[config.mk]
export PLATFORM = sky130hd
export DESIGN_NAME = ffsa_seg_ram
export DESIGN_NICKNAME = d
export VERILOG_FILES = /design/src/sv/first_fit_segment_allocator_defines.svh /design/src/sv/ffsa_pkg.sv /design/src/sv/ffsa_seg_ram.sv
export SDC_FILE = /design/constraint.sdc
export NUM_CORES = 2
export LEC_CHECK = 0
export BUFFER_PORTS_ARGS = -buffer_cell sky130_fd_sc_hd__buf_2
export CAP_MARGIN = 0
export CORE_MARGIN = 4
export CORE_UTILIZATION = 40
export CTS_CLUSTER_SIZE = 14
export DETAILED_ROUTE_END_ITERATION = 8
export PLACE_DENSITY = 0.66
export SKIP_LAST_GASP = 1
export SYNTH_ARGS = -nofsm -noshare
export SYNTH_HDL_FRONTEND = slang
export SYNTH_SLANG_ARGS = --single-unit
[constraint.sdc]
create_clock -name i_clk -period 11.9 [get_ports i_clk]
set_clock_uncertainty 0.2 [all_clocks]
set_input_delay 1.785 -clock i_clk [delete_from_list [all_inputs] [get_ports i_clk]]
set_output_delay 1.785 -clock i_clk [all_outputs]
set_load 0.1 [all_outputs]
[src/sv/first_fit_segment_allocator_defines.svh]
// ============================================================================
// first_fit_segment_allocator_defines.svh
// Assertion macros used by the allocator controller.
// ============================================================================
`ifndef FIRST_FIT_SEGMENT_ALLOCATOR_DEFINES_SVH
`define FIRST_FIT_SEGMENT_ALLOCATOR_DEFINES_SVH

// same-cycle implication, clocked on i_clk, off during reset
`define FFSA_ASSERT_NOW(lbl, ante, cons, msg) \
    lbl: assert property (@(posedge i_clk) disable iff (!i_rst_n) (ante) |-> (cons)) \
        else $error(msg);

// next-cycle implication
`define FFSA_ASSERT_NEXT(lbl, ante, cons, msg) \
    lbl: assert property (@(posedge i_clk) disable iff (!i_rst_n) (ante) |=> (cons)) \
        else $error(msg);

`endif

[src/sv/ffsa_pkg.sv]
// ============================================================================
// ffsa_pkg
// Types and constants of the first-fit segment allocator.
// ============================================================================
package ffsa_pkg;

    localparam int HEAP_BYTES   = 65536;
    localparam int MAX_SEGMENTS = 64;
    localparam int OFS_W        = $clog2(HEAP_BYTES);
    localparam int LEN_W        = OFS_W + 1;
    localparam int IDX_W        = $clog2(MAX_SEGMENTS);
    localparam int CNT_W        = IDX_W + 1;

    typedef enum logic [1:0] {
        CMD_ALLOC  = 2'd0,
        CMD_FREE   = 2'd1,
        CMD_ZALLOC = 2'd2,
        CMD_NONE   = 2'd3
    } t_cmd;

    typedef enum logic [1:0] {
        ST_OK      = 2'd0,
        ST_NOFIT   = 2'd1,
        ST_BADFREE = 2'd2,
        ST_FULL    = 2'd3
    } t_status;

    typedef enum logic [3:0] {
        S_INIT, S_IDLE, S_PREP, S_CHECK, S_SCAN, S_FOUND, S_UP, S_SPLIT,
        S_MARK, S_NB0, S_NB1, S_NB2, S_MERGE, S_DN, S_OUT
    } t_state;

    typedef struct packed {
        logic [OFS_W-1:0] start;
        logic [LEN_W-1:0] len;
        logic             free;
    } t_seg;

    typedef struct packed {
        logic             we;
        logic [IDX_W-1:0] waddr;
        t_seg             wdata;
        logic [IDX_W-1:0] raddr;
    } t_mem_req;

    typedef struct packed {
        logic             ok;
        logic             fail;
        logic             rel;
        logic [LEN_W-1:0] size;
        logic [OFS_W-1:0] start;
        logic [63:0]      fail_bytes;
    } t_stat_upd;

    typedef struct packed {
        logic [31:0]      active_count;
        logic [31:0]      total_count;
        logic [31:0]      fail_count;
        logic [LEN_W-1:0] active_bytes;
        logic [31:0]      total_bytes;
        logic [63:0]      fail_bytes;
        logic [OFS_W-1:0] highest_byte;
    } t_stats;

endpackage

[src/sv/ffsa_seg_ram.sv]
// ============================================================================
// ffsa_seg_ram
// Segment table: one write port, one read port, registered read data.
// ============================================================================
module ffsa_seg_ram (
    input  logic                 i_clk,
    input  ffsa_pkg::t_mem_req   i_req,
    output ffsa_pkg::t_seg       o_rdata
);

    ffsa_pkg::t_seg r_mem [ffsa_pkg::MAX_SEGMENTS];

    always_ff @(posedge i_clk) begin
        if (i_req.we) begin
            r_mem[i_req.waddr] <= i_req.wdata;
        end
        o_rdata <= r_mem[i_req.raddr];
    end

endmodule

== After elaboration in Yosys (flattened, before gate mapping) ==
Memory sizes are Yosys's and may differ from the RTL's. A register that Yosys moved wholly into a read port is not among the register bits.
Cells that the tools add are included.
Storage, ports and cells
  bits in registers: 0
  latch bits: 0
  bits in writable memories: 2176
  bits in read-only memories: 0
  bits of input ports: 48
  output and inout bits: 34
  word-level logic and storage cells: 3
  memories kept: 1
Memory list
  r_mem: depth 64, bits a word 34, rd ports 1, clocked after Yosys merged registers in 1, write ports 1, RTL line ffsa_seg_ram.sv:11  | ffsa_pkg::t_seg r_mem [ffsa_pkg::MAX_SEGMENTS];
Operators by class
  add/subtract/negate cells: 0
  multipliers: 0
  divide/modulo/power cells: 0
  magnitude comparators: 0
  eq/ne operators: 0
  shifts and indexed selects: 0
  multiplexer cells: 2
  bitwise operators: 0
  reductions and logical operators: 0
Operator list (number)
  $mux 1: 2

== Logic depth before layout (Yosys ltp) ==
  depth in word-level cells: 2
  depth in mapped cells: 10
  depth with buffers taken out: 5

== Least setup slack after synthesis ==
OpenSTA, ideal clock, no wires.
  kind: in2reg
  start: input port i_req[43] in the netlist's numbering
  end: memory r_mem[48][0] in the netlist's numbering (enable)
  library setup time: 467 ps
  data arrival time: 4618 ps
  required time: 11233 ps
  slack: 6615 ps
  cell stages on the path: 4
  buffers on the path: 1
  cell sequence: clkbuf_1 nor2b_1 nand4b_1 nor3_1
RTL lines
  start, declared: RTL line ffsa_seg_ram.sv:7  | input ffsa_pkg::t_mem_req i_req,
  end, declared: RTL line ffsa_seg_ram.sv:11
Straight into the memory's write port.

==> implementation parameters <==
Parameter                              Value

Run status
  Status ... finished clean

Cells and area
  Signed area change from the synthesized netlist to the final layout ... 12.9%
  Number of standard cells in the final layout excluding fillers ... approximately 6,900
  Nets@finish ... between 3,000 and 4,000
  Layout cell share with drive strength beyond 1 ... 26.3%
  Post-layout utilization of the core ... roughly 46%

GRT
  Total overflow reported by the global router ... 0
  Global Route Usage Sum ... between 20% and 30%
  Vias in the first global route ... ~41,000
  Initial antenna violation count ... 11
  Largest net degree at the start of global routing ... 111
  Global-route wire length before repair ... 319,000 um

Timing
  Highest clock rate ... about 210 MHz
  Worst slew margin relative to its limit ... about 9.0%
  Max Slew Vio Count ... 0
  Final worst path period share ... about two fifths
  Total count of hold-check failures in the final report ... 0
  RSZ-0062 raised after global routing ... no
  Setup violation total in the final timing report ... 0
  Total Neg Setup Slack ... 0 ps
  Min Clock Period, post-route ... between 4000 and 5000 ps
  Transition time of the tightest slew-check pin ... roughly 1400 ps

Setup path
  Largest fanout on the critical path ... 66
  Worst R2R Setup Slack ... approximately 9800 ps
  CP Data Required Time ... between 10,000 and 15,000 ps
  Type of element capturing the critical path ... register
  Capturing point of the worst reg2reg path ... o_rdata[9]
  Worst path cell trace ... buf_8 > buf_4 > buf_4 > mux4_2 > a22oi_1 > nand4_1 > and3_1
  Highest cell delay on the worst timing path ... about 800 ps
  Reg-to-Reg Start ... r_mem[11][9]
  Worst path slowest cell ... sky130_fd_sc_hd__buf_4
  Timing startpoint of the critical path ... i_req[0]
  Setup Crit Path Kind ... input pin to register
  Reg2reg path depth ... 5
  Crit path launch type ... input pin
  Data arrival at the endpoint of the critical path ... about 5400 ps
  CP most frequent cell ... sky130_fd_sc_hd__buf_4
  Capturing instance or port of the critical path ... o_rdata[30]

Pwr
  Lkg Pwr ... a little under 30 nW
  Power density cells ... 169 mW/mm2
  Total Power Consumption ... roughly 0.016 W
  Worst supply voltage drop on vdd ... approximately 0.00015 V

Drt
  Drt initial violations ... roughly 5,800
  Routed wire per std cell ... ~33 um
  Pre-antenna DRT Iters ... 5
  Routed vias/inst ... just over 6
  DRT Wirelength ... about 230,000 um
  DRC violations left ... 0
  Remaining number of nets flagged by the antenna check after routing ... 0
  Total via count after detailed routing ... 41,699

Die
  Initial Utilization ... 40.3%
  Die Footprint ... 0.217 mm2
  Core Footprint ... 0.208 mm2
  Total I/O pin count ... 82
  Vert. Die Dim ... ~470 um
  Die Wd ... around 470 um
  Placement row count ... 167

Min path
  Path category of the worst min-delay check ... register to register

Yosys
  Leading cell types by total area after synthesis ... sky130_fd_sc_hd__edfxtp_1, sky130_fd_sc_hd__mux4_2, sky130_fd_sc_hd__mux2i_1, sky130_fd_sc_hd__dfxtp_1, sky130_fd_sc_hd__mux2_2
  Dominant cell type by area after synthesis ... sky130_fd_sc_hd__edfxtp_1
  Fraction of registers with async set or reset after synthesis ... 0%
  Most numerous cell types in the synthesized netlist ... sky130_fd_sc_hd__edfxtp_1, sky130_fd_sc_hd__mux4_2, sky130_fd_sc_hd__mux2i_1, sky130_fd_sc_hd__clkbuf_1, sky130_fd_sc_hd__nor2_1
  Leading cell type by number of instances after synthesis ... sky130_fd_sc_hd__edfxtp_1
  Post-synth net total ... between 3,000 and 4,000
  Number of cells produced by synthesis ... ~3,700
  Netlist area before placement ... about 0.084 mm2
  Count of yosys warnings during synthesis ... 0
  Fraction of the yosys area taken by sequential cells ... 78.8%
  Number of enable flip-flop cells after synthesis ... roughly 2,200
  Number of storage elements in the synthesis netlist ... between 2,000 and 2,500
  Mean instance size in the synthesized netlist ... between 20 and 25 um2
  Synth unique cells ... slightly above 40
  Most common flop cell mapped by yosys ... sky130_fd_sc_hd__edfxtp_1
  Fraction of post-synthesis cell area in the top cell type by area ... approximately 80%

Run
  Reported max-cap violation count ... 0

Clock tree
  Total CTS buffers ... ~210
  CTS Root Buffer Type ... sky130_fd_sc_hd__clkbuf_16
  Post-CTS resize count ... 0
  Number of sinks handled by clock tree synthesis ... approximately 2,200
  Hold_buf cts ... 0
  Clock insertion delay at the later pin of the skew report ... between 800 and 900 ps
  Buffer depth of the longest clock path ... 3
  Clock input transition at the sequential cells of the worst setup and hold paths ... 60 ps
  H-Tree Level Count ... 4
  Clock tree from TritonCTS ... built
  Post-CTS Repair Setup Buffers ... 0

Placed design
  Routability cong. ... between 0.7 and 0.8
  Number of buffers added on ports ... slightly above 80
  Dpl cells ... between 6,000 and 7,000
  HPWL reported at the end of detailed placement ... ~120,000 um
[worst min-delay path by stage]
stage | from | to | slack (ps) | depth (start not counted)
after floorplan | r_mem[58][0] | o_rdata[0] | 570 | 4
after global placement | r_mem[10][24] | o_rdata[24] | 620 | 4
after detailed placement | r_mem[11][24] | o_rdata[24] | 620 | 4
after CTS | r_mem[42][16] | o_rdata[16] | 640 | 4
after global routing | r_mem[42][32] | o_rdata[32] | 680 | 4
final | r_mem[43][16] | o_rdata[16] | 630 | 4
[cell usage in the layout (no fill, tap or decap), drive strengths merged, types with 39 or more instances in the layout]
cell and n:
mux2i 150, nor2 89, edfxtp 2176, mux4 472
clkbuf 296, a22oi 55, o221ai 39, nand4 46
mux2 54, clkinv 75, o22ai 85, nand2 80
nand3 69, buf 183
[worst max-delay path: cells and delay by family]
kind            cells  cell delay (ps)
mux                 1              590
buf+inv             3             2110
simple gates        2              560
compound gates      1              190
[per-layer routing]
| metal | wire length [um] | up-vias | GRT usage (%) |
|---|---|---|---|
| met5 | 12 | - | 0 |
| met4 | 6850 | 2 | 6.23 |
| met3 | 22600 | 380 | 4.44 |
| met2 | 108000 | 2453 | 32.7 |
| met1 | 89400 | 22514 | 29.1 |
| li1 | - | 16350 | - |
[sequential cells by signal, indices dropped and copies added, names as in the netlist]
register / flops
o_rdata: 34
r_mem: 2176
[layout make-up]
| type | instances | area [um2] |
|---|---|---|
| Timing Repair Buffer | 183 | 1270 |
| Antenna cell | 6 | 15.0 |
| Tap cell | 2788 | 3490 |
| Sequential cell | 2210 | 66000 |
| Multi-Input combinational cell | 1319 | 17100 |
| Fill cell | 17099 | 113000 |
| Clock buffer | 296 | 5840 |
| Clock inverter | 98 | 783 |
| Inverter | 1 | 3.75 |
[cells by family (layout without fill, tap and decap cells)]
group,Yosys count,in the layout,synth area share (%)
and+or+nand+nor,346,346,1.97
AOI/OAI and AO/OA,297,297,2.65
muxes,676,676,15.2
buffers and inverters,215,578,1.36
DFF,2210,2210,78.8
other,0,6,0
[power by group]
group	switching, W	internal, W
Clock	0.00283	0.00364
Sequential	0.0000347	0.00862
Combinational	0.000614	0.000264
Total	0.00348	0.0125
[through the flow]
step | area [um2] | hold slack [ps] | worst slack, ps
floorplan | 83800 | 572 | 6610
global placement | 87900 | 615 | 6130
detailed placement | 87900 | 618 | 6130
CTS | 94600 | 645 | 7010
global route | 94600 | 678 | 6750
finish | 94600 | 632 | 7030
Note: power is estimated with default switching activity, not from simulation.
