--- src/sv/first_fit_segment_allocator_defines.svh ---
// ============================================================================
// first_fit_segment_allocator_defines.svh
// Assertion macros used by the allocator controller.
// ============================================================================
`ifndef FIRST_FIT_SEGMENT_ALLOCATOR_DEFINES_SVH
`define FIRST_FIT_SEGMENT_ALLOCATOR_DEFINES_SVH

// same-cycle implication, clocked on i_clk, off during reset
`define FFSA_ASSERT_NOW(lbl, ante, cons, msg) \
    lbl: assert property (@(posedge i_clk) disable iff (!i_rst_n) (ante) |-> (cons)) \
        else $error(msg);

// next-cycle implication
`define FFSA_ASSERT_NEXT(lbl, ante, cons, msg) \
    lbl: assert property (@(posedge i_clk) disable iff (!i_rst_n) (ante) |=> (cons)) \
        else $error(msg);

`endif

--- src/sv/ffsa_pkg.sv ---
// ============================================================================
// ffsa_pkg
// Types and constants of the first-fit segment allocator.
// ============================================================================
package ffsa_pkg;

    localparam int HEAP_BYTES   = 65536;
    localparam int MAX_SEGMENTS = 64;
    localparam int OFS_W        = $clog2(HEAP_BYTES);
    localparam int LEN_W        = OFS_W + 1;
    localparam int IDX_W        = $clog2(MAX_SEGMENTS);
    localparam int CNT_W        = IDX_W + 1;

    typedef enum logic [1:0] {
        CMD_ALLOC  = 2'd0,
        CMD_FREE   = 2'd1,
        CMD_ZALLOC = 2'd2,
        CMD_NONE   = 2'd3
    } t_cmd;

    typedef enum logic [1:0] {
        ST_OK      = 2'd0,
        ST_NOFIT   = 2'd1,
        ST_BADFREE = 2'd2,
        ST_FULL    = 2'd3
    } t_status;

    typedef enum logic [3:0] {
        S_INIT, S_IDLE, S_PREP, S_CHECK, S_SCAN, S_FOUND, S_UP, S_SPLIT,
        S_MARK, S_NB0, S_NB1, S_NB2, S_MERGE, S_DN, S_OUT
    } t_state;

    typedef struct packed {
        logic [OFS_W-1:0] start;
        logic [LEN_W-1:0] len;
        logic             free;
    } t_seg;

    typedef struct packed {
        logic             we;
        logic [IDX_W-1:0] waddr;
        t_seg             wdata;
        logic [IDX_W-1:0] raddr;
    } t_mem_req;

    typedef struct packed {
        logic             ok;
        logic             fail;
        logic             rel;
        logic [LEN_W-1:0] size;
        logic [OFS_W-1:0] start;
        logic [63:0]      fail_bytes;
    } t_stat_upd;

    typedef struct packed {
        logic [31:0]      active_count;
        logic [31:0]      total_count;
        logic [31:0]      fail_count;
        logic [LEN_W-1:0] active_bytes;
        logic [31:0]      total_bytes;
        logic [63:0]      fail_bytes;
        logic [OFS_W-1:0] highest_byte;
    } t_stats;

endpackage

--- src/sv/ffsa_stats.sv ---
// ============================================================================
// ffsa_stats
// Allocation statistics counters.
// ============================================================================
module ffsa_stats (
    input  logic                i_clk,
    input  logic                i_rst_n,
    input  ffsa_pkg::t_stat_upd i_upd,
    output ffsa_pkg::t_stats    o_stats
);

    ffsa_pkg::t_stats r_st, n_st;
    logic [ffsa_pkg::LEN_W-1:0] w_last;

    always_comb begin
        n_st   = r_st;
        w_last = {1'b0, i_upd.start} + i_upd.size - 1'b1;
        if (i_upd.ok) begin
            n_st.active_count = r_st.active_count + 32'd1;
            n_st.total_count  = r_st.total_count + 32'd1;
            n_st.active_bytes = r_st.active_bytes + i_upd.size;
            n_st.total_bytes  = r_st.total_bytes + 32'(i_upd.size);
            if (w_last[ffsa_pkg::OFS_W-1:0] > r_st.highest_byte) begin
                n_st.highest_byte = w_last[ffsa_pkg::OFS_W-1:0];
            end
        end
        if (i_upd.fail) begin
            n_st.fail_count = r_st.fail_count + 32'd1;
            n_st.fail_bytes = r_st.fail_bytes + i_upd.fail_bytes;
        end
        if (i_upd.rel) begin
            n_st.active_count = r_st.active_count - 32'd1;
            n_st.active_bytes = r_st.active_bytes - i_upd.size;
        end
    end

    always_ff @(posedge i_clk) begin
        if (!i_rst_n) begin
            r_st <= '0;
        end else begin
            r_st <= n_st;
        end
    end

    assign o_stats = r_st;

endmodule

--- config.mk ---
export PLATFORM = sky130hd
export DESIGN_NAME = ffsa_stats
export DESIGN_NICKNAME = d
export VERILOG_FILES = /design/src/sv/first_fit_segment_allocator_defines.svh /design/src/sv/ffsa_pkg.sv /design/src/sv/ffsa_stats.sv
export SDC_FILE = /design/constraint.sdc
export NUM_CORES = 1
export LEC_CHECK = 0
export BUFFER_PORTS_ARGS = -buffer_cell sky130_fd_sc_hd__buf_2
export CORE_UTILIZATION = 57
export DETAILED_ROUTE_END_ITERATION = 10
export GPL_ROUTABILITY_DRIVEN = 0
export GPL_TIMING_DRIVEN = 0
export HOLD_SLACK_MARGIN = 0.05
export PLACE_DENSITY = 0.9
export SETUP_SLACK_MARGIN = 0.02
export SYNTH_ARGS = -nofsm -noshare
export SYNTH_HDL_FRONTEND = slang
export SYNTH_SLANG_ARGS = --single-unit
--- constraint.sdc ---
create_clock -name i_clk -period 6.05 [get_ports i_clk]
set_clock_uncertainty 0.15 [all_clocks]
set_input_delay 0.3025 -clock i_clk [delete_from_list [all_inputs] [get_ports i_clk]]
set_output_delay 0.3025 -clock i_clk [all_outputs]
set_load 0.1 [all_outputs]
# Yosys cells after proc, flatten, opt, wreduce, memory -nomap -nowiden
# Index checks and enable logic that the tools add are counted.
# totals
regBits	225
elab_cells	24
out_inout_bits	225
in_bits	102
# op_classes
muxes	4
n_addsub	10
magnitude_cmp	1
reduce_logical	2
# ops
operator	n
$add 32x1->32 const B	3
$add 64x64->64	1
$mux 64	1
$mux 49	1
$add 32x17->32	1
$mux 32	1
$sub 32x1->32 const B	1
$add 17x17->17	1
$mux 17	1
$sub 17x17->17	1
$add 16x16->16	1
$gt 16x16->1	1
$sub 16x1->16 const B	1
$reduce_and 2->1	1
$reduce_bool 2->1	1

# Longest topological paths before layout
# logic_depth
depth_word	4
depth_mapped	24
ltp_nobuf	23

# Least setup slack after synthesis
# No wires, ideal clock.
# synth_path
path_type	input-to-reg
startpoint	input i_upd[81] in the netlist's numbering
endpoint	register r_st, in the netlist o_stats[10]
path_stages	24
required_ns	5.772
path_buffers	1
arrival_time_ns	4.217
slack_ns	1.556
setup_ns	0.128
cell_sequence	inv_1 ha_1 inv_1 ha_1 inv_1 fa_1 nor2b_1 o21ai_1 a21boi_0 o21ai_1 a211oi_1 nor2_1 o21ai_1 a21oi_1 xnor2_1 ha_1 and3_1 nand4_1 nor3_1 nor2_1 nand2_1 clkbuf_1 mux2i_1 nor2_1
# synth_between
elab_chain_len	4
# synth_lines
element	line_no	source
start, declared	ffsa_stats.sv:8	input ffsa_pkg::t_stat_upd i_upd,
$add 16x16->16	ffsa_stats.sv:17	w_last = {1'b0, i_upd.start} + i_upd.size - 1'b1;
$sub 16x1->16	ffsa_stats.sv:17	
named net w_last (one bit)	ffsa_stats.sv:13	logic [ffsa_pkg::LEN_W-1:0] w_last;
$gt 16x16->1	ffsa_stats.sv:23	if (w_last[ffsa_pkg::OFS_W-1:0] > r_st.highest_byte) begin
$reduce_and 2->1 (no line)	n/a	
end signal, assigned	ffsa_stats.sv:41	r_st <= n_st;
end, declared	ffsa_stats.sv:12	ffsa_pkg::t_stats r_st, n_st;
# The timed path passes the listed nets, and every way through them passes these cells.
# A chain may end at the register's enable or synchronous reset.

# Worst setup path after layout
# layout_path
startpoint	input i_upd[81] in the netlist's numbering
endpoint	register r_st, in the netlist o_stats[2]
# Same word-level chain as after synthesis.

==> impl_metrics.env <==
export IMPL_syn_num_nets=2371
export IMPL_cts_tree="done"
export IMPL_relSlewSlack_pct=38.1
export IMPL_max_freq_ghz=0.198
export IMPL_synth_seq_area_share_pct=27.4
export IMPL_antenna_found_initial=2
export IMPL_h_tree_depth=1
export IMPL_num_vias=17300
export IMPL_clk_latency_ns=0.56
export IMPL_postLayoutCellArea_mm2=0.0194
export IMPL_seqCellArea_mm2=0.00450
export IMPL_mostFrequentLayoutCells="buf_2 (325), nor2_1 (296), dfxtp_1 (225)"
export IMPL_fillers=2284
export IMPL_die_h_um=172
export IMPL_chipWidth_um=172
export IMPL_syn_inst=2103
export IMPL_whs_ns=0.0795
export IMPL_cap_violations=0
export IMPL_endpoint_kind="flop"
export IMPL_yosysTopAreaCellShare_pct=27.4
export IMPL_multi_input_area_mm2=0.0111
export IMPL_synth_area_mm2=0.0165
export IMPL_design_core_area_mm2=0.0281
export IMPL_rsz0062_at_grt="false"
export IMPL_worst_pin_slew_ns=0.928
export IMPL_ys_warn_count=0
export IMPL_cts_root_buffer="clkbuf_16"
export IMPL_ir_worst_vdd_mv=0.326
export IMPL_drive_above_1_share_pct=16.3
export IMPL_ys_async_sr_fraction_pct=0
export IMPL_die_area_mm2=0.0296
export IMPL_fin_nets=2725
export IMPL_crit_type="input pin to flop"
export IMPL_final_period_utilization_pct=83.6
export IMPL_pin_count=327
export IMPL_avgSynthCellArea_um2=7.83
export IMPL_synth_top_area_cell="dfxtp_1"
export IMPL_num_rows=61
export IMPL_slew_viol_final=0
export IMPL_grt_pass1_vias=16100
export IMPL_synth_edff_count=0
export IMPL_synth_ff_type="dfxtp_1"
export IMPL_worstHoldPathType="input pin to flop"
export IMPL_power_uw=7320
export IMPL_start_util_pct=58.6
export IMPL_postRouteAntennaNets=0
export IMPL_post_cts_buffers=0
export IMPL_arrival_ns=5.35
export IMPL_grt_max_degree=15
export IMPL_clockBufferDepth=3
export IMPL_vias_per_cell=6.05
export IMPL_ys_types=88
export IMPL_clk_pin_slew_ns=0.06
export IMPL_grt_ovfl_total=0
export IMPL_status="complete, no violations"
export IMPL_hold_violations=0
export IMPL_cp_start_kind="input pin"
export IMPL_drt_iter0_markers=1640
export IMPL_io_buffers=323
export IMPL_wirelength_um=51300
export IMPL_placed_cell_area_mm2=0.0185
export IMPL_track_usage_pct=33.3
export IMPL_powerDensity_mw_per_mm2=378
export IMPL_syn2layout_area_growth_pct=17.8
export IMPL_worstPathRequired_ns=6.34
export IMPL_drc=0
export IMPL_grt_pass1_wl_um=79500
export IMPL_setup_tns_final_ns=0
export IMPL_setup_viol=0
export IMPL_synthTopCellsByArea="dfxtp_1 (27%), ha_1 (12%), nor2_1 (6.8%), xnor2_1 (5.3%), a21oi_1 (5.0%)"
export IMPL_dp_hpwl_um=39600
export IMPL_final_common_cell="buf_2"
export IMPL_synth_seq_cells=225
export IMPL_fin_util_pct=69.0
export IMPL_leakage_uw=0.00919
export IMPL_cts_sinks=225
export IMPL_cts_buffers=27
export IMPL_cp_max_fo=10
export IMPL_largest_reg_flops=225
export IMPL_dr_pass1_iters=8
export IMPL_final_min_clock_period_ns=5.06
export IMPL_routedWlPerCell_um=18.0
==> cell type report <==
cell class	instances	area share, %
antenna	2	0.0258
buffer	80	1.77
clock buffer	35	3.85
clock inverter	9	0.374
inverter	125	2.42
multi-input combinational	1673	57.4
sequential	225	23.2
tap	378	2.44
timing repair buffer	325	8.44
==> path summary, 6_finish.rpt <==
| kind | startpoint | endpoint | slack [ns] | depth (start not counted) |
|---|---|---|---|---|
| min | i_upd[64] | o_stats[0]$_SDFFE_PN0P_ | 0.08 | 4 |
| min reg2reg | o_stats[53]$_SDFFE_PN0P_ | o_stats[53]$_SDFFE_PN0P_ | 0.32 | 2 |
| max reg2reg | o_stats[18]$_SDFFE_PN0P_ | o_stats[73]$_SDFFE_PN0P_ | 2.08 | 11 |
| max | i_upd[81] | o_stats[2]$_SDFFE_PN0P_ | 0.99 | 25 |
==> through the flow <==
step                      setup slack, ns  cells
after global placement              0.683   2804
after global routing                0.615   2851
after CTS                            1.03   2850
after floorplan                      1.56   2103
after detailed placement            0.494   2804
final                               0.994   2852
==> power breakdown <==
part           total, µW  switching [µW]  internal (µW)
combinational       3880            2810           1070
clock               1540             673            867
sequential          1900             220           1680
total               7320            3700           3610
==> synth_stat cells (all sizes together), types with 9 or more instances <==
master  instances
inv           124
xor2           89
or3            36
nor2          296
o21ai         101
and3           31
a21o           46
buf             9
and4           11
ha            161
nand2         150
nor3           39
clkbuf         71
o31ai          11
nand3          75
nor2b          21
o21bai         16
dfxtp         225
xnor2          99
nand2b         21
mux2i          62
a31oi          20
nor4           12
o21a           12
and2           13
nand4          47
a21oi         167
a211oi         30
o211ai         14
==> metal layers <==
layer	wire length, µm	global-route usage, %	vias up
met4	2420	15.4	0
met2	23500	55.9	917
li1	-	-	8119
met5	0	0	-
met3	5230	7.14	185
met1	20200	40.4	8033
==> what timing repair did <==
| item | in CTS | in global routing |
|---|---|---|
| hold endpoints to repair | 2 | 0 |
| gates resized for setup | 0 | 0 |
| hold buffers | 2 | 0 |
==> critical path, cell delays in order <==
cell and delay [ns]:
buf_2 0.16, inv_1 0.13, ha_1 0.28, inv_1 0.05
ha_1 0.16, inv_1 0.06, fa_1 0.41, nor2b_1 0.14
o21ai_1 0.08, a21boi_0 0.27, o21ai_1 0.14, a211oi_1 0.28
nor2_1 0.12, o21ai_1 0.19, a21oi_1 0.10, xnor2_1 0.35
ha_1 0.20, and3_1 0.19, nand4_1 0.12, nor3_1 0.25
nor2_1 0.12, nand2_1 0.29, clkbuf_1 0.56, nor2_1 0.11
a211oi_1 0.26
==> logic make-up (layout without fill, tap and decap cells) <==
group / after synthesis / in the layout / share of synthesized area, %
AND/OR/NAND/NOR: 777 / 777 / 22.7
other: 0 / 2 / 0
adder cells (fa/ha/maj): 166 / 166 / 12.8
XOR/XNOR: 188 / 188 / 10.0
flip-flops: 225 / 225 / 27.4
multiplexers: 62 / 62 / 3.77
buffers and inverters: 205 / 574 / 4.94
AO/OA/AOI/OAI: 480 / 480 / 18.4
Note: power is estimated with default switching activity, not from simulation.
