<file path="src/sv/first_fit_segment_allocator_defines.svh">
// ============================================================================
// first_fit_segment_allocator_defines.svh
// Assertion macros used by the allocator controller.
// ============================================================================
`ifndef FIRST_FIT_SEGMENT_ALLOCATOR_DEFINES_SVH
`define FIRST_FIT_SEGMENT_ALLOCATOR_DEFINES_SVH

// same-cycle implication, clocked on i_clk, off during reset
`define FFSA_ASSERT_NOW(lbl, ante, cons, msg) \
    lbl: assert property (@(posedge i_clk) disable iff (!i_rst_n) (ante) |-> (cons)) \
        else $error(msg);

// next-cycle implication
`define FFSA_ASSERT_NEXT(lbl, ante, cons, msg) \
    lbl: assert property (@(posedge i_clk) disable iff (!i_rst_n) (ante) |=> (cons)) \
        else $error(msg);

`endif

</file>
<file path="src/sv/ffsa_pkg.sv">
// ============================================================================
// ffsa_pkg
// Types and constants of the first-fit segment allocator.
// ============================================================================
package ffsa_pkg;

    localparam int HEAP_BYTES   = 65536;
    localparam int MAX_SEGMENTS = 64;
    localparam int OFS_W        = $clog2(HEAP_BYTES);
    localparam int LEN_W        = OFS_W + 1;
    localparam int IDX_W        = $clog2(MAX_SEGMENTS);
    localparam int CNT_W        = IDX_W + 1;

    typedef enum logic [1:0] {
        CMD_ALLOC  = 2'd0,
        CMD_FREE   = 2'd1,
        CMD_ZALLOC = 2'd2,
        CMD_NONE   = 2'd3
    } t_cmd;

    typedef enum logic [1:0] {
        ST_OK      = 2'd0,
        ST_NOFIT   = 2'd1,
        ST_BADFREE = 2'd2,
        ST_FULL    = 2'd3
    } t_status;

    typedef enum logic [3:0] {
        S_INIT, S_IDLE, S_PREP, S_CHECK, S_SCAN, S_FOUND, S_UP, S_SPLIT,
        S_MARK, S_NB0, S_NB1, S_NB2, S_MERGE, S_DN, S_OUT
    } t_state;

    typedef struct packed {
        logic [OFS_W-1:0] start;
        logic [LEN_W-1:0] len;
        logic             free;
    } t_seg;

    typedef struct packed {
        logic             we;
        logic [IDX_W-1:0] waddr;
        t_seg             wdata;
        logic [IDX_W-1:0] raddr;
    } t_mem_req;

    typedef struct packed {
        logic             ok;
        logic             fail;
        logic             rel;
        logic [LEN_W-1:0] size;
        logic [OFS_W-1:0] start;
        logic [63:0]      fail_bytes;
    } t_stat_upd;

    typedef struct packed {
        logic [31:0]      active_count;
        logic [31:0]      total_count;
        logic [31:0]      fail_count;
        logic [LEN_W-1:0] active_bytes;
        logic [31:0]      total_bytes;
        logic [63:0]      fail_bytes;
        logic [OFS_W-1:0] highest_byte;
    } t_stats;

endpackage

</file>
<file path="src/sv/ffsa_if.sv">
// ============================================================================
// ffsa_in_if / ffsa_out_if
// Request and response channels, valid/ready handshake.
// ============================================================================
interface ffsa_in_if;
    logic                       valid;
    logic                       ready;
    logic [1:0]                 cmd;
    logic [31:0]                req_size;
    logic [31:0]                elem_count;
    logic [ffsa_pkg::OFS_W-1:0] free_offset;
    logic                       null_pointer;

    modport source (output valid, cmd, req_size, elem_count, free_offset, null_pointer,
                    input ready);
    modport sink   (input valid, cmd, req_size, elem_count, free_offset, null_pointer,
                    output ready);
endinterface

interface ffsa_out_if;
    logic                       valid;
    logic                       ready;
    logic [1:0]                 status;
    logic [ffsa_pkg::OFS_W-1:0] alloc_offset;
    logic [31:0]                active_count;
    logic [31:0]                total_count;
    logic [31:0]                fail_count;
    logic [ffsa_pkg::LEN_W-1:0] active_bytes;
    logic [31:0]                total_bytes;
    logic [63:0]                fail_bytes;
    logic [ffsa_pkg::OFS_W-1:0] highest_byte;

    modport source (output valid, status, alloc_offset, active_count, total_count,
                    fail_count, active_bytes, total_bytes, fail_bytes, highest_byte,
                    input ready);
    modport sink   (input valid, status, alloc_offset, active_count, total_count,
                    fail_count, active_bytes, total_bytes, fail_bytes, highest_byte,
                    output ready);
endinterface

</file>
<file path="src/sv/ffsa_ctrl.sv">
// ============================================================================
// ffsa_ctrl
// Sequencer: scans the segment table, splits, merges and shifts entries.
// ============================================================================
`include "first_fit_segment_allocator_defines.svh"

module ffsa_ctrl (
    input  logic                i_clk,
    input  logic                i_rst_n,
    ffsa_in_if.sink             i_req,
    ffsa_out_if.source          o_rsp,
    output ffsa_pkg::t_mem_req  o_mem,
    input  ffsa_pkg::t_seg      i_rdata,
    output ffsa_pkg::t_stat_upd o_upd,
    input  ffsa_pkg::t_stats    i_stats
);

    localparam int IW = ffsa_pkg::IDX_W;
    localparam int CW = ffsa_pkg::CNT_W;
    localparam int LW = ffsa_pkg::LEN_W;
    localparam int OW = ffsa_pkg::OFS_W;

    ffsa_pkg::t_state  r_state, n_state;
    ffsa_pkg::t_cmd    r_cmd, n_cmd;
    logic [31:0]       r_size, n_size;
    logic [31:0]       r_count, n_count;
    logic [OW-1:0]     r_offset, n_offset;
    logic              r_null, n_null;
    logic [63:0]       r_bytes, n_bytes;
    logic [CW-1:0]     r_used, n_used;
    logic [IW-1:0]     r_idx, n_idx;
    logic [IW-1:0]     r_hit, n_hit;
    logic [IW-1:0]     r_j, n_j;
    logic [1:0]        r_k, n_k;
    ffsa_pkg::t_seg    r_ent, n_ent;
    ffsa_pkg::t_seg    r_next, n_next;
    ffsa_pkg::t_seg    r_prev, n_prev;
    ffsa_pkg::t_status r_status, n_status;
    logic [OW-1:0]     r_goff, n_goff;
    logic              r_ovld, n_ovld;
    ffsa_pkg::t_status r_o_status, n_o_status;
    logic [OW-1:0]     r_o_off, n_o_off;
    ffsa_pkg::t_stats  r_o_st, n_o_st;

    logic [LW-1:0]     w_size;
    logic [63:0]       w_eff;
    logic              w_hit, w_last, w_nf, w_pf, w_load;
    logic [CW-1:0]     w_src;
    logic [IW-1:0]     w_m;
    ffsa_pkg::t_seg    w_merged;
    logic              w_fin;
    ffsa_pkg::t_status w_fin_st;
    logic [OW-1:0]     w_fin_off;

    always_comb begin
        n_state    = r_state;
        n_cmd      = r_cmd;
        n_size     = r_size;
        n_count    = r_count;
        n_offset   = r_offset;
        n_null     = r_null;
        n_bytes    = r_bytes;
        n_used     = r_used;
        n_idx      = r_idx;
        n_hit      = r_hit;
        n_j        = r_j;
        n_k        = r_k;
        n_ent      = r_ent;
        n_next     = r_next;
        n_prev     = r_prev;
        n_status   = r_status;
        n_goff     = r_goff;
        n_o_status = r_o_status;
        n_o_off    = r_o_off;
        n_o_st     = r_o_st;
        n_ovld     = r_ovld && !o_rsp.ready;
        o_mem      = '0;
        o_upd      = '0;
        i_req.ready = 1'b0;
        w_fin      = 1'b0;
        w_fin_st   = ffsa_pkg::ST_OK;
        w_fin_off  = '0;
        w_load     = 1'b0;

        w_size = r_bytes[LW-1:0];
        w_eff  = (r_bytes == 64'd0) ? 64'd1 : r_bytes;
        w_hit  = (r_cmd == ffsa_pkg::CMD_FREE)
               ? (!i_rdata.free && i_rdata.start == r_offset)
               : (i_rdata.free && i_rdata.len >= w_size);
        w_last = ({1'b0, r_idx} + 1'b1) == r_used;
        w_nf   = (({1'b0, r_hit} + 1'b1) < r_used) && r_next.free;
        w_pf   = (r_hit != '0) && r_prev.free;
        w_m    = w_pf ? (r_hit - 1'b1) : r_hit;
        w_merged.free  = 1'b1;
        w_merged.start = w_pf ? r_prev.start : r_ent.start;
        w_merged.len   = r_ent.len + (w_pf ? r_prev.len : '0) + (w_nf ? r_next.len : '0);
        w_src  = {1'b0, r_hit} + 1'b1 + CW'(w_nf);

        unique case (r_state)
            ffsa_pkg::S_INIT: begin
                o_mem.we          = 1'b1;
                o_mem.wdata.start = '0;
                o_mem.wdata.len   = LW'(ffsa_pkg::HEAP_BYTES);
                o_mem.wdata.free  = 1'b1;
                n_used            = CW'(1);
                n_state           = ffsa_pkg::S_IDLE;
            end
            ffsa_pkg::S_IDLE: begin
                i_req.ready = 1'b1;
                if (i_req.valid) begin
                    n_cmd    = ffsa_pkg::t_cmd'(i_req.cmd);
                    n_size   = i_req.req_size;
                    n_count  = i_req.elem_count;
                    n_offset = i_req.free_offset;
                    n_null   = i_req.null_pointer;
                    n_state  = ffsa_pkg::S_PREP;
                end
            end
            ffsa_pkg::S_PREP: begin
                unique case (r_cmd)
                    ffsa_pkg::CMD_ALLOC: begin
                        n_bytes = {32'd0, r_size};
                        n_state = ffsa_pkg::S_CHECK;
                    end
                    ffsa_pkg::CMD_ZALLOC: begin
                        n_bytes = r_size * r_count;
                        n_state = ffsa_pkg::S_CHECK;
                    end
                    ffsa_pkg::CMD_FREE: begin
                        if (r_null) begin
                            w_fin = 1'b1;
                        end else begin
                            n_idx   = '0;
                            n_state = ffsa_pkg::S_SCAN;
                        end
                    end
                    default: begin
                        w_fin = 1'b1;
                    end
                endcase
            end
            ffsa_pkg::S_CHECK: begin
                if (w_eff > 64'(ffsa_pkg::HEAP_BYTES)) begin
                    o_upd.fail       = 1'b1;
                    o_upd.fail_bytes = w_eff;
                    w_fin            = 1'b1;
                    w_fin_st         = ffsa_pkg::ST_NOFIT;
                end else begin
                    n_bytes = w_eff;
                    n_idx   = '0;
                    n_state = ffsa_pkg::S_SCAN;
                end
            end
            ffsa_pkg::S_SCAN: begin
                o_mem.raddr = r_idx + 1'b1;
                if (w_hit) begin
                    n_hit   = r_idx;
                    n_ent   = i_rdata;
                    n_state = (r_cmd == ffsa_pkg::CMD_FREE) ? ffsa_pkg::S_NB0
                                                            : ffsa_pkg::S_FOUND;
                end else if (w_last) begin
                    w_fin = 1'b1;
                    if (r_cmd == ffsa_pkg::CMD_FREE) begin
                        w_fin_st = ffsa_pkg::ST_BADFREE;
                    end else begin
                        w_fin_st         = ffsa_pkg::ST_NOFIT;
                        o_upd.fail       = 1'b1;
                        o_upd.fail_bytes = r_bytes;
                    end
                end else begin
                    n_idx = r_idx + 1'b1;
                end
            end
            ffsa_pkg::S_FOUND: begin
                if (r_ent.len > w_size) begin
                    if (r_used == CW'(ffsa_pkg::MAX_SEGMENTS)) begin
                        o_upd.fail       = 1'b1;
                        o_upd.fail_bytes = r_bytes;
                        w_fin            = 1'b1;
                        w_fin_st         = ffsa_pkg::ST_FULL;
                    end else if (({1'b0, r_hit} + 1'b1) < r_used) begin
                        o_mem.raddr = IW'(r_used - 1'b1);
                        n_j         = IW'(r_used - 1'b1);
                        n_state     = ffsa_pkg::S_UP;
                    end else begin
                        n_state = ffsa_pkg::S_SPLIT;
                    end
                end else begin
                    n_state = ffsa_pkg::S_MARK;
                end
            end
            ffsa_pkg::S_UP: begin
                // move entry j up by one, tail first
                o_mem.we    = 1'b1;
                o_mem.waddr = r_j + 1'b1;
                o_mem.wdata = i_rdata;
                if (r_j == r_hit + 1'b1) begin
                    n_state = ffsa_pkg::S_SPLIT;
                end else begin
                    o_mem.raddr = r_j - 1'b1;
                    n_j         = r_j - 1'b1;
                end
            end
            ffsa_pkg::S_SPLIT: begin
                o_mem.we          = 1'b1;
                o_mem.waddr       = r_hit + 1'b1;
                o_mem.wdata.start = r_ent.start + w_size[OW-1:0];
                o_mem.wdata.len   = r_ent.len - w_size;
                o_mem.wdata.free  = 1'b1;
                n_used            = r_used + 1'b1;
                n_state           = ffsa_pkg::S_MARK;
            end
            ffsa_pkg::S_MARK: begin
                o_mem.we          = 1'b1;
                o_mem.waddr       = r_hit;
                o_mem.wdata.start = r_ent.start;
                o_mem.wdata.len   = w_size;
                o_mem.wdata.free  = 1'b0;
                o_upd.ok          = 1'b1;
                o_upd.size        = w_size;
                o_upd.start       = r_ent.start;
                w_fin             = 1'b1;
                w_fin_off         = r_ent.start;
            end
            ffsa_pkg::S_NB0: begin
                o_mem.raddr = r_hit + 1'b1;
                n_state     = ffsa_pkg::S_NB1;
            end
            ffsa_pkg::S_NB1: begin
                n_next      = i_rdata;
                o_mem.raddr = r_hit - 1'b1;
                n_state     = ffsa_pkg::S_NB2;
            end
            ffsa_pkg::S_NB2: begin
                n_prev  = i_rdata;
                n_state = ffsa_pkg::S_MERGE;
            end
            ffsa_pkg::S_MERGE: begin
                o_mem.we    = 1'b1;
                o_mem.waddr = w_m;
                o_mem.wdata = w_merged;
                n_k         = 2'(w_nf) + 2'(w_pf);
                o_upd.rel   = 1'b1;
                o_upd.size  = r_ent.len;
                if ((w_nf || w_pf) && w_src < r_used) begin
                    o_mem.raddr = w_src[IW-1:0];
                    n_j         = w_src[IW-1:0];
                    n_state     = ffsa_pkg::S_DN;
                end else begin
                    n_used = r_used - CW'(w_nf) - CW'(w_pf);
                    w_fin  = 1'b1;
                end
            end
            ffsa_pkg::S_DN: begin
                // close the gap left by merged entries
                o_mem.we    = 1'b1;
                o_mem.waddr = r_j - IW'(r_k);
                o_mem.wdata = i_rdata;
                if (({1'b0, r_j} + 1'b1) == r_used) begin
                    n_used = r_used - CW'(r_k);
                    w_fin  = 1'b1;
                end else begin
                    o_mem.raddr = r_j + 1'b1;
                    n_j         = r_j + 1'b1;
                end
            end
            ffsa_pkg::S_OUT: begin
                if (!r_ovld || o_rsp.ready) begin
                    w_load     = 1'b1;
                    n_ovld     = 1'b1;
                    n_o_status = r_status;
                    n_o_off    = r_goff;
                    n_o_st     = i_stats;
                    n_state    = ffsa_pkg::S_IDLE;
                end
            end
            default: begin
                n_state = ffsa_pkg::S_IDLE;
            end
        endcase

        if (w_fin) begin
            n_status = w_fin_st;
            n_goff   = w_fin_off;
            n_state  = ffsa_pkg::S_OUT;
        end
    end

    always_ff @(posedge i_clk) begin
        if (!i_rst_n) begin
            r_state <= ffsa_pkg::S_INIT;
            r_used  <= CW'(1);
            r_ovld  <= 1'b0;
        end else begin
            r_state <= n_state;
            r_used  <= n_used;
            r_ovld  <= n_ovld;
        end
    end

    always_ff @(posedge i_clk) begin
        r_cmd      <= n_cmd;
        r_size     <= n_size;
        r_count    <= n_count;
        r_offset   <= n_offset;
        r_null     <= n_null;
        r_bytes    <= n_bytes;
        r_idx      <= n_idx;
        r_hit      <= n_hit;
        r_j        <= n_j;
        r_k        <= n_k;
        r_ent      <= n_ent;
        r_next     <= n_next;
        r_prev     <= n_prev;
        r_status   <= n_status;
        r_goff     <= n_goff;
        r_o_status <= n_o_status;
        r_o_off    <= n_o_off;
        r_o_st     <= n_o_st;
    end

    assign o_rsp.valid        = r_ovld;
    assign o_rsp.status       = r_o_status;
    assign o_rsp.alloc_offset = r_o_off;
    assign o_rsp.active_count = r_o_st.active_count;
    assign o_rsp.total_count  = r_o_st.total_count;
    assign o_rsp.fail_count   = r_o_st.fail_count;
    assign o_rsp.active_bytes = r_o_st.active_bytes;
    assign o_rsp.total_bytes  = r_o_st.total_bytes;
    assign o_rsp.fail_bytes   = r_o_st.fail_bytes;
    assign o_rsp.highest_byte = r_o_st.highest_byte;

    `FFSA_ASSERT_NOW(a_used_range, 1'b1,
        (r_used != '0 && r_used <= CW'(ffsa_pkg::MAX_SEGMENTS)), "segment count out of range")
    `FFSA_ASSERT_NOW(a_upd_onehot, 1'b1, $onehot0({o_upd.ok, o_upd.fail, o_upd.rel}),
        "conflicting statistics updates")
    `FFSA_ASSERT_NOW(a_scan_no_write, (r_state == ffsa_pkg::S_SCAN), !o_mem.we,
        "table written during scan")
    `FFSA_ASSERT_NEXT(a_load_idle, w_load, (r_state == ffsa_pkg::S_IDLE && o_rsp.valid),
        "result load did not return to idle")

endmodule

</file>
<file path="src/flat_wrapper.sv">
// flat-port wrapper written by rule: the top's interface ports become plain ports
module ffsa_ctrl_flat 
  (i_clk, i_rst_n, o_mem, i_rdata, o_upd, i_stats, i_req_valid, i_req_cmd, i_req_req_size, i_req_elem_count, i_req_free_offset, i_req_null_pointer, i_req_ready, o_rsp_valid, o_rsp_status, o_rsp_alloc_offset, o_rsp_active_count, o_rsp_total_count, o_rsp_fail_count, o_rsp_active_bytes, o_rsp_total_bytes, o_rsp_fail_bytes, o_rsp_highest_byte, o_rsp_ready);
  ffsa_in_if i_req_i ();
  ffsa_out_if o_rsp_i ();
  input  logic i_clk;
  input  logic i_rst_n;
  output ffsa_pkg::t_mem_req o_mem;
  input  ffsa_pkg::t_seg i_rdata;
  output ffsa_pkg::t_stat_upd o_upd;
  input  ffsa_pkg::t_stats i_stats;
  input wire logic [$bits(i_req_i.valid)-1:0] i_req_valid;
  input wire logic [$bits(i_req_i.cmd)-1:0] i_req_cmd;
  input wire logic [$bits(i_req_i.req_size)-1:0] i_req_req_size;
  input wire logic [$bits(i_req_i.elem_count)-1:0] i_req_elem_count;
  input wire logic [$bits(i_req_i.free_offset)-1:0] i_req_free_offset;
  input wire logic [$bits(i_req_i.null_pointer)-1:0] i_req_null_pointer;
  output wire logic [$bits(i_req_i.ready)-1:0] i_req_ready;
  output wire logic [$bits(o_rsp_i.valid)-1:0] o_rsp_valid;
  output wire logic [$bits(o_rsp_i.status)-1:0] o_rsp_status;
  output wire logic [$bits(o_rsp_i.alloc_offset)-1:0] o_rsp_alloc_offset;
  output wire logic [$bits(o_rsp_i.active_count)-1:0] o_rsp_active_count;
  output wire logic [$bits(o_rsp_i.total_count)-1:0] o_rsp_total_count;
  output wire logic [$bits(o_rsp_i.fail_count)-1:0] o_rsp_fail_count;
  output wire logic [$bits(o_rsp_i.active_bytes)-1:0] o_rsp_active_bytes;
  output wire logic [$bits(o_rsp_i.total_bytes)-1:0] o_rsp_total_bytes;
  output wire logic [$bits(o_rsp_i.fail_bytes)-1:0] o_rsp_fail_bytes;
  output wire logic [$bits(o_rsp_i.highest_byte)-1:0] o_rsp_highest_byte;
  input wire logic [$bits(o_rsp_i.ready)-1:0] o_rsp_ready;
  assign i_req_i.valid = i_req_valid;
  assign i_req_i.cmd = i_req_cmd;
  assign i_req_i.req_size = i_req_req_size;
  assign i_req_i.elem_count = i_req_elem_count;
  assign i_req_i.free_offset = i_req_free_offset;
  assign i_req_i.null_pointer = i_req_null_pointer;
  assign i_req_ready = i_req_i.ready;
  assign o_rsp_valid = o_rsp_i.valid;
  assign o_rsp_status = o_rsp_i.status;
  assign o_rsp_alloc_offset = o_rsp_i.alloc_offset;
  assign o_rsp_active_count = o_rsp_i.active_count;
  assign o_rsp_total_count = o_rsp_i.total_count;
  assign o_rsp_fail_count = o_rsp_i.fail_count;
  assign o_rsp_active_bytes = o_rsp_i.active_bytes;
  assign o_rsp_total_bytes = o_rsp_i.total_bytes;
  assign o_rsp_fail_bytes = o_rsp_i.fail_bytes;
  assign o_rsp_highest_byte = o_rsp_i.highest_byte;
  assign o_rsp_i.ready = o_rsp_ready;
  ffsa_ctrl u_core (.i_clk(i_clk), .i_rst_n(i_rst_n), .i_req(i_req_i), .o_rsp(o_rsp_i), .o_mem(o_mem), .i_rdata(i_rdata), .o_upd(o_upd), .i_stats(i_stats));
endmodule
</file>
<file path="config.mk">
export PLATFORM = sky130hd
export DESIGN_NAME = ffsa_ctrl_flat
export DESIGN_NICKNAME = d
export VERILOG_FILES = /design/src/sv/ffsa_pkg.sv /design/src/sv/ffsa_if.sv /design/src/sv/ffsa_ctrl.sv /design/src/flat_wrapper.sv
export VERILOG_INCLUDE_DIRS = /design/src /design/src/sv
export SDC_FILE = /design/constraint.sdc
export NUM_CORES = 2
export LEC_CHECK = 0
export ABC_AREA = 1
export BUFFER_PORTS_ARGS = -buffer_cell sky130_fd_sc_hd__buf_2
export CAP_MARGIN = 0
export CORE_MARGIN = 2
export CORE_UTILIZATION = 43
export CTS_CLUSTER_SIZE = 8
export DETAILED_ROUTE_END_ITERATION = 6
export GPL_TIMING_DRIVEN = 0
export SYNTH_ARGS = -nofsm -noshare
export SYNTH_HDL_FRONTEND = slang
export SYNTH_SLANG_ARGS = --single-unit
</file>
<file path="constraint.sdc">
create_clock -name i_clk -period 21.3 [get_ports i_clk]
set_clock_uncertainty 0.05 [all_clocks]
set_input_delay 0 -clock i_clk [delete_from_list [all_inputs] [get_ports i_clk]]
set_output_delay 0 -clock i_clk [all_outputs]
set_load 0.02 [all_outputs]
</file>
Word level (Yosys, flattened, before mapping)
Cells that the tools add are included.
{ "classes": {"n_eq_ne": 52, "addsub": 20, "multipliers": 1, "n_reduce_logical": 33, "n_lt_le_gt_ge": 5, "bitwise": 2, "n_mux": 84} }
{ "ops": {"columns": ["operator", "n"], "rows": [
  ["two-way mux 64 bit", 8],
  ["one-hot mux 64 bit (2 select lines)", 2],
  ["one-hot mux 64 bit (3 select lines)", 1],
  ["one-hot mux 34 bit (5 select lines)", 1],
  ["two-way mux 6 bit", 18],
  ["> comparator 64 x 17 -> 1 bit (second input constant)", 1],
  ["logical NOT 64 bit", 1],
  ["multiplier 32 x 32 -> 64 bit", 1],
  ["one-hot mux 4 bit (13 select lines)", 1],
  ["two-way mux 4 bit", 11],
  ["one-hot mux 6 bit (7 select lines)", 1],
  ["adder 17 bit", 2],
  ["two-way mux 17 bit", 2],
  ["one-hot mux 17 bit (2 select lines)", 1],
  ["two-way mux 16 bit", 2],
  ["one-hot mux 6 bit (5 select lines)", 1],
  ["equality test 4 bit (second input constant)", 7],
  ["one-hot mux 7 bit (4 select lines)", 1],
  ["one-hot mux 6 bit (4 select lines)", 1],
  ["adder 6 x 1 -> 7 bit (second input constant)", 3],
  ["two-way mux 1 bit", 20],
  ["AND reduction 10 bit", 2],
  ["adder 6 x 1 -> 6 bit (second input constant)", 3],
  ["!= test 2 x 1 -> 1 bit (second input constant)", 9],
  ["other kinds (52)", 97]
]} }
{ "word_totals": {"reg_bits": 525, "out_inout_bits": 392, "elab_cells": 229} }

Logic depth before layout (Yosys ltp)
{ "depth": {"word_depth": 10, "ltp_mapped": 35} }

Worst setup path after synthesis
No wires, ideal clock.
{ "synth_timing": {"path_kind": "register to register", "from": "register u_core.r_state[1]", "to": "register u_core.r_o_st (netlist bit u_core.o_rsp.active_bytes[0]) (enable)", "t_arrival_ps": 12364, "path_buffers": 0, "stages_incl_launch_ff": 5, "setup_ps": 929, "slack_ps": 7957, "cell_sequence": "dfxtp_1 > nand2_1 > inv_1 > nand3_1 > a21oi_1"} }
{ "synth_via": {"elab_chain_len": 2} }
{ "synth_rtl": {"columns": ["element", "line_no", "source"], "rows": [
  ["from (decl)", "ffsa_ctrl.sv:23", "ffsa_pkg::t_state r_state, n_state;"],
  ["from (signal assigned)", "ffsa_ctrl.sv:291", "r_state <= ffsa_pkg::S_INIT;"],
  ["from (signal assigned)", "ffsa_ctrl.sv:295", "r_state <= n_state;"],
  ["equality test 4 bit", null, null],
  ["AND reduction 2 bit (no line)", null, null],
  ["to (signal assigned)", "ffsa_ctrl.sv:319", "r_o_st <= n_o_st;"],
  ["to (decl)", "ffsa_ctrl.sv:43", "ffsa_pkg::t_stats r_o_st, n_o_st;"]
]} }
Every way passes these cells.
A chain may end at the register's enable or synchronous reset.

Worst setup path after layout
{ "layout_timing": {"from": "register u_core.r_size[15]", "to": "register u_core.r_bytes[44] (data pin)"} }
{ "layout_via": {"elab_chain_len": 3} }
{ "layout_rtl": {"columns": ["element", "line_no", "source"], "rows": [
  ["from (decl)", "ffsa_ctrl.sv:25", "logic [31:0] r_size, n_size;"],
  ["from (signal assigned)", "ffsa_ctrl.sv:303", "r_size <= n_size;"],
  ["multiplier 32 x 32 -> 64 bit", "ffsa_ctrl.sv:126", "n_bytes = r_size * r_count;"],
  ["one-hot mux 64 bit (2 select lines)", "ffsa_ctrl.sv:120", "unique case (r_cmd)"],
  ["one-hot mux 64 bit (2 select lines)", "ffsa_ctrl.sv:99", "unique case (r_state)"],
  ["named net u_core.n_bytes[44]", "ffsa_ctrl.sv:29", "logic [63:0] r_bytes, n_bytes;"],
  ["to (signal assigned)", "ffsa_ctrl.sv:307", "r_bytes <= n_bytes;"],
  ["to (decl)", "ffsa_ctrl.sv:29", null]
]} }
The timed path passes the listed nets, and every way through them passes these cells.

==> results_dict.tcl <==
set metrics [dict create \
    finalSetupViolations 0 \
    grt_pass1_vias 54511 \
    hold_path.class "primary input to flop" \
    clkTransAtPathRegs_ns 0.06 \
    cts-buffers-inserted 79 \
    synth_cells 6838 \
    layout-area-overhead-vs-synth_pct 24.9 \
    via_count 53291 \
    drt-initial-drc-count 4555 \
    slew_headroom_pct 1.13 \
    ys_types 53 \
    setup_ws_ns 12.04 \
    coreArea_um2 138000 \
    placed_cell_area_um2 66200 \
    drive_above_1_share_pct 11.7 \
    cts_tree "yes" \
    cts_htree_levels 3 \
    synth_seq_cells 525 \
    grt_use_total_pct 35.1 \
    rows 136 \
    grt_overflow 0 \
    hold_viol_final 0 \
    slew_violations 0 \
    syn_area_per_cell_um2 8.75 \
    detailedPlace.worstSlack_ns 12.07 \
    reg2reg_depth 26 \
    initial_utilization_pct 43.4 \
    n_fill_cell 12617 \
    routed_wl_um 250000 \
    status "complete, but fails checks" \
    critical_path.top_delay_family "adder cells" \
    max_freq_mhz 108 \
    tightestPinTransition_ns 1.47 \
    worst-path-buf-inv 8 \
    drc 0 \
    drtPass1Iterations 6 \
    worstSetupPathType "flop to flop" \
    dp.final_hpwl_um 202000 \
    io_buffers 737 \
    fp.dieH_um 377 \
    clock_latency_ns 0.71 \
    mappedNetlistArea_um2 59800 \
    die_w_um 377 \
    drv_cap 1 \
    ys_warn_count 0 \
    path_max_fanout 10 \
    arrival_ns 9.64 \
    synthArstFlopShare_pct 0 \
    worstPathRequired_ns 21.69 \
    grt_antenna_before_repair 30 \
    synth-edff-count 513 \
    min_period_ns 9.26 \
    critPathMaxStageDelay_ns 1.11 \
    cts-root-buf "clkbuf_16" \
    critPathSlowestCell "clkbuf_1" \
    syn_nets 8461 \
    layout.nets 9920 \
    start_kind "flop" \
    io_pins 738 \
    gp_congestion 1.01 \
    mostFrequentLayoutCells "inv_1 (1,813), nand2_1 (1,638), fa_1 (918)" \
    rsz0062_at_grt "false" \
    die_area_um2 142000 \
    wl_per_cell_um 24.7 \
    grt_start_max_net_pins 34 \
    layout_commonest_cell "inv_1" \
    hold_path_depth 2 \
    ys_seq_area_share_pct 26.1 \
    ys.flop_type "edfxtp_1" \
    clock_sinks 525 \
    fin_area_um2 74800 \
    violations "max-capacitance violations" \
    ant_nets 0 \
    cp-end-kind "flop" \
    viasPerCell 5.26 \
    hold-worst-slack_ns 0.0468 \
    grt_pass1_wl_um 361000 \
    crit_cells 26 \
    timing.final.crit_share_pct 43.5 \
    tns_ns 0 \
    cts_buffer_depth 3 \
    crit_top_cell "fa_1" \
]
routing by layer:
metal	vias up	GRT usage [%]	wire, um
met4	22	21.2	17200
li1	23483	-	-
met5	-	0	140
met1	26650	42.8	94600
met3	655	7.22	20900
met2	2481	57.4	117000
cell usage after synthesis (all sizes together), types with 40 or more instances:
library cell | number | area [um^2]
inv | 1818 | 6820
nand2 | 1641 | 6170
fa | 918 | 18400
edfxtp | 513 | 15400
ha | 359 | 4490
nor2 | 333 | 1280
clkbuf | 249 | 936
a21oi | 228 | 1310
o21ai | 185 | 930
nand3 | 146 | 736
nand4 | 47 | 294
buf | 40 | 225
state kept, by name, summed over array words and instances, names as in the netlist, 7 cells and up:
name                       flops
u_core.r_goff                 16
u_core.r_bytes                64
u_core.o_rsp.highest_byte     16
u_core.r_count                32
u_core.r_offset               16
u_core.o_rsp.fail_count       32
u_core.o_rsp.total_count      32
u_core.o_rsp.total_bytes      32
u_core.o_rsp.active_bytes     17
u_core.r_size                 32
u_core.r_used                  7
u_core.r_prev                 34
u_core.o_rsp.active_count     32
u_core.o_rsp.alloc_offset     16
u_core.r_next                 18
u_core.r_ent                  33
u_core.o_rsp.fail_bytes       64
per-stage QoR:
step,util (%),cells
3_3_place_gp,47.7,9369
6_report,54.2,10136
5_1_grt,54.2,10127
3_5_place_dp,48.0,9395
2_1_floorplan,-,6838
4_1_cts,54.2,10122
cell type report:
cell class                 instances  area, um^2  share of cell area [%]
buffer                           289        1160                    1.55
sequential                       525       15600                    20.9
timing repair buffer            1378       10300                    13.7
clock buffer                      96        2040                    2.73
multi-input combinational       4202       36200                    48.5
inverter                        1822        6840                    9.15
antenna                           14        35.0                  0.0469
clock inverter                    16         305                   0.408
tap                             1794        2240                    3.00
repair_timing:
action	4_1_cts	5_1_grt
buffers inserted	0	0
endpoints found under the hold margin	453	0
resized for setup	0	0
hold buffers	615	0
logic make-up (layout without fill, tap and decap cells):
logic type	Yosys count	after routing	synth area share [%]
simple gates	2223	2223	14.7
buf+inv	2111	3601	13.4
fa+ha+maj	1277	1277	38.2
compound gates	628	628	6.47
flops	525	525	26.1
xor+xnor	74	74	1.08
other cells	0	14	0
worst paths after layout:
check / to / start / slack, ns
max reg2reg: u_core.r_bytes[44] / u_core.r_size[15] / 12.04
min reg2reg: u_core.o_rsp.alloc_offset[15] / u_core.r_goff[15] / 0.37
min: u_core.r_prev[27] / i_rdata[27] / 0.05
max: u_core.r_bytes[44] / u_core.r_size[15] / 12.04
Power is not shown: default switching activity piles up to over one toggle a cycle in this logic, so the estimate is an artifact.
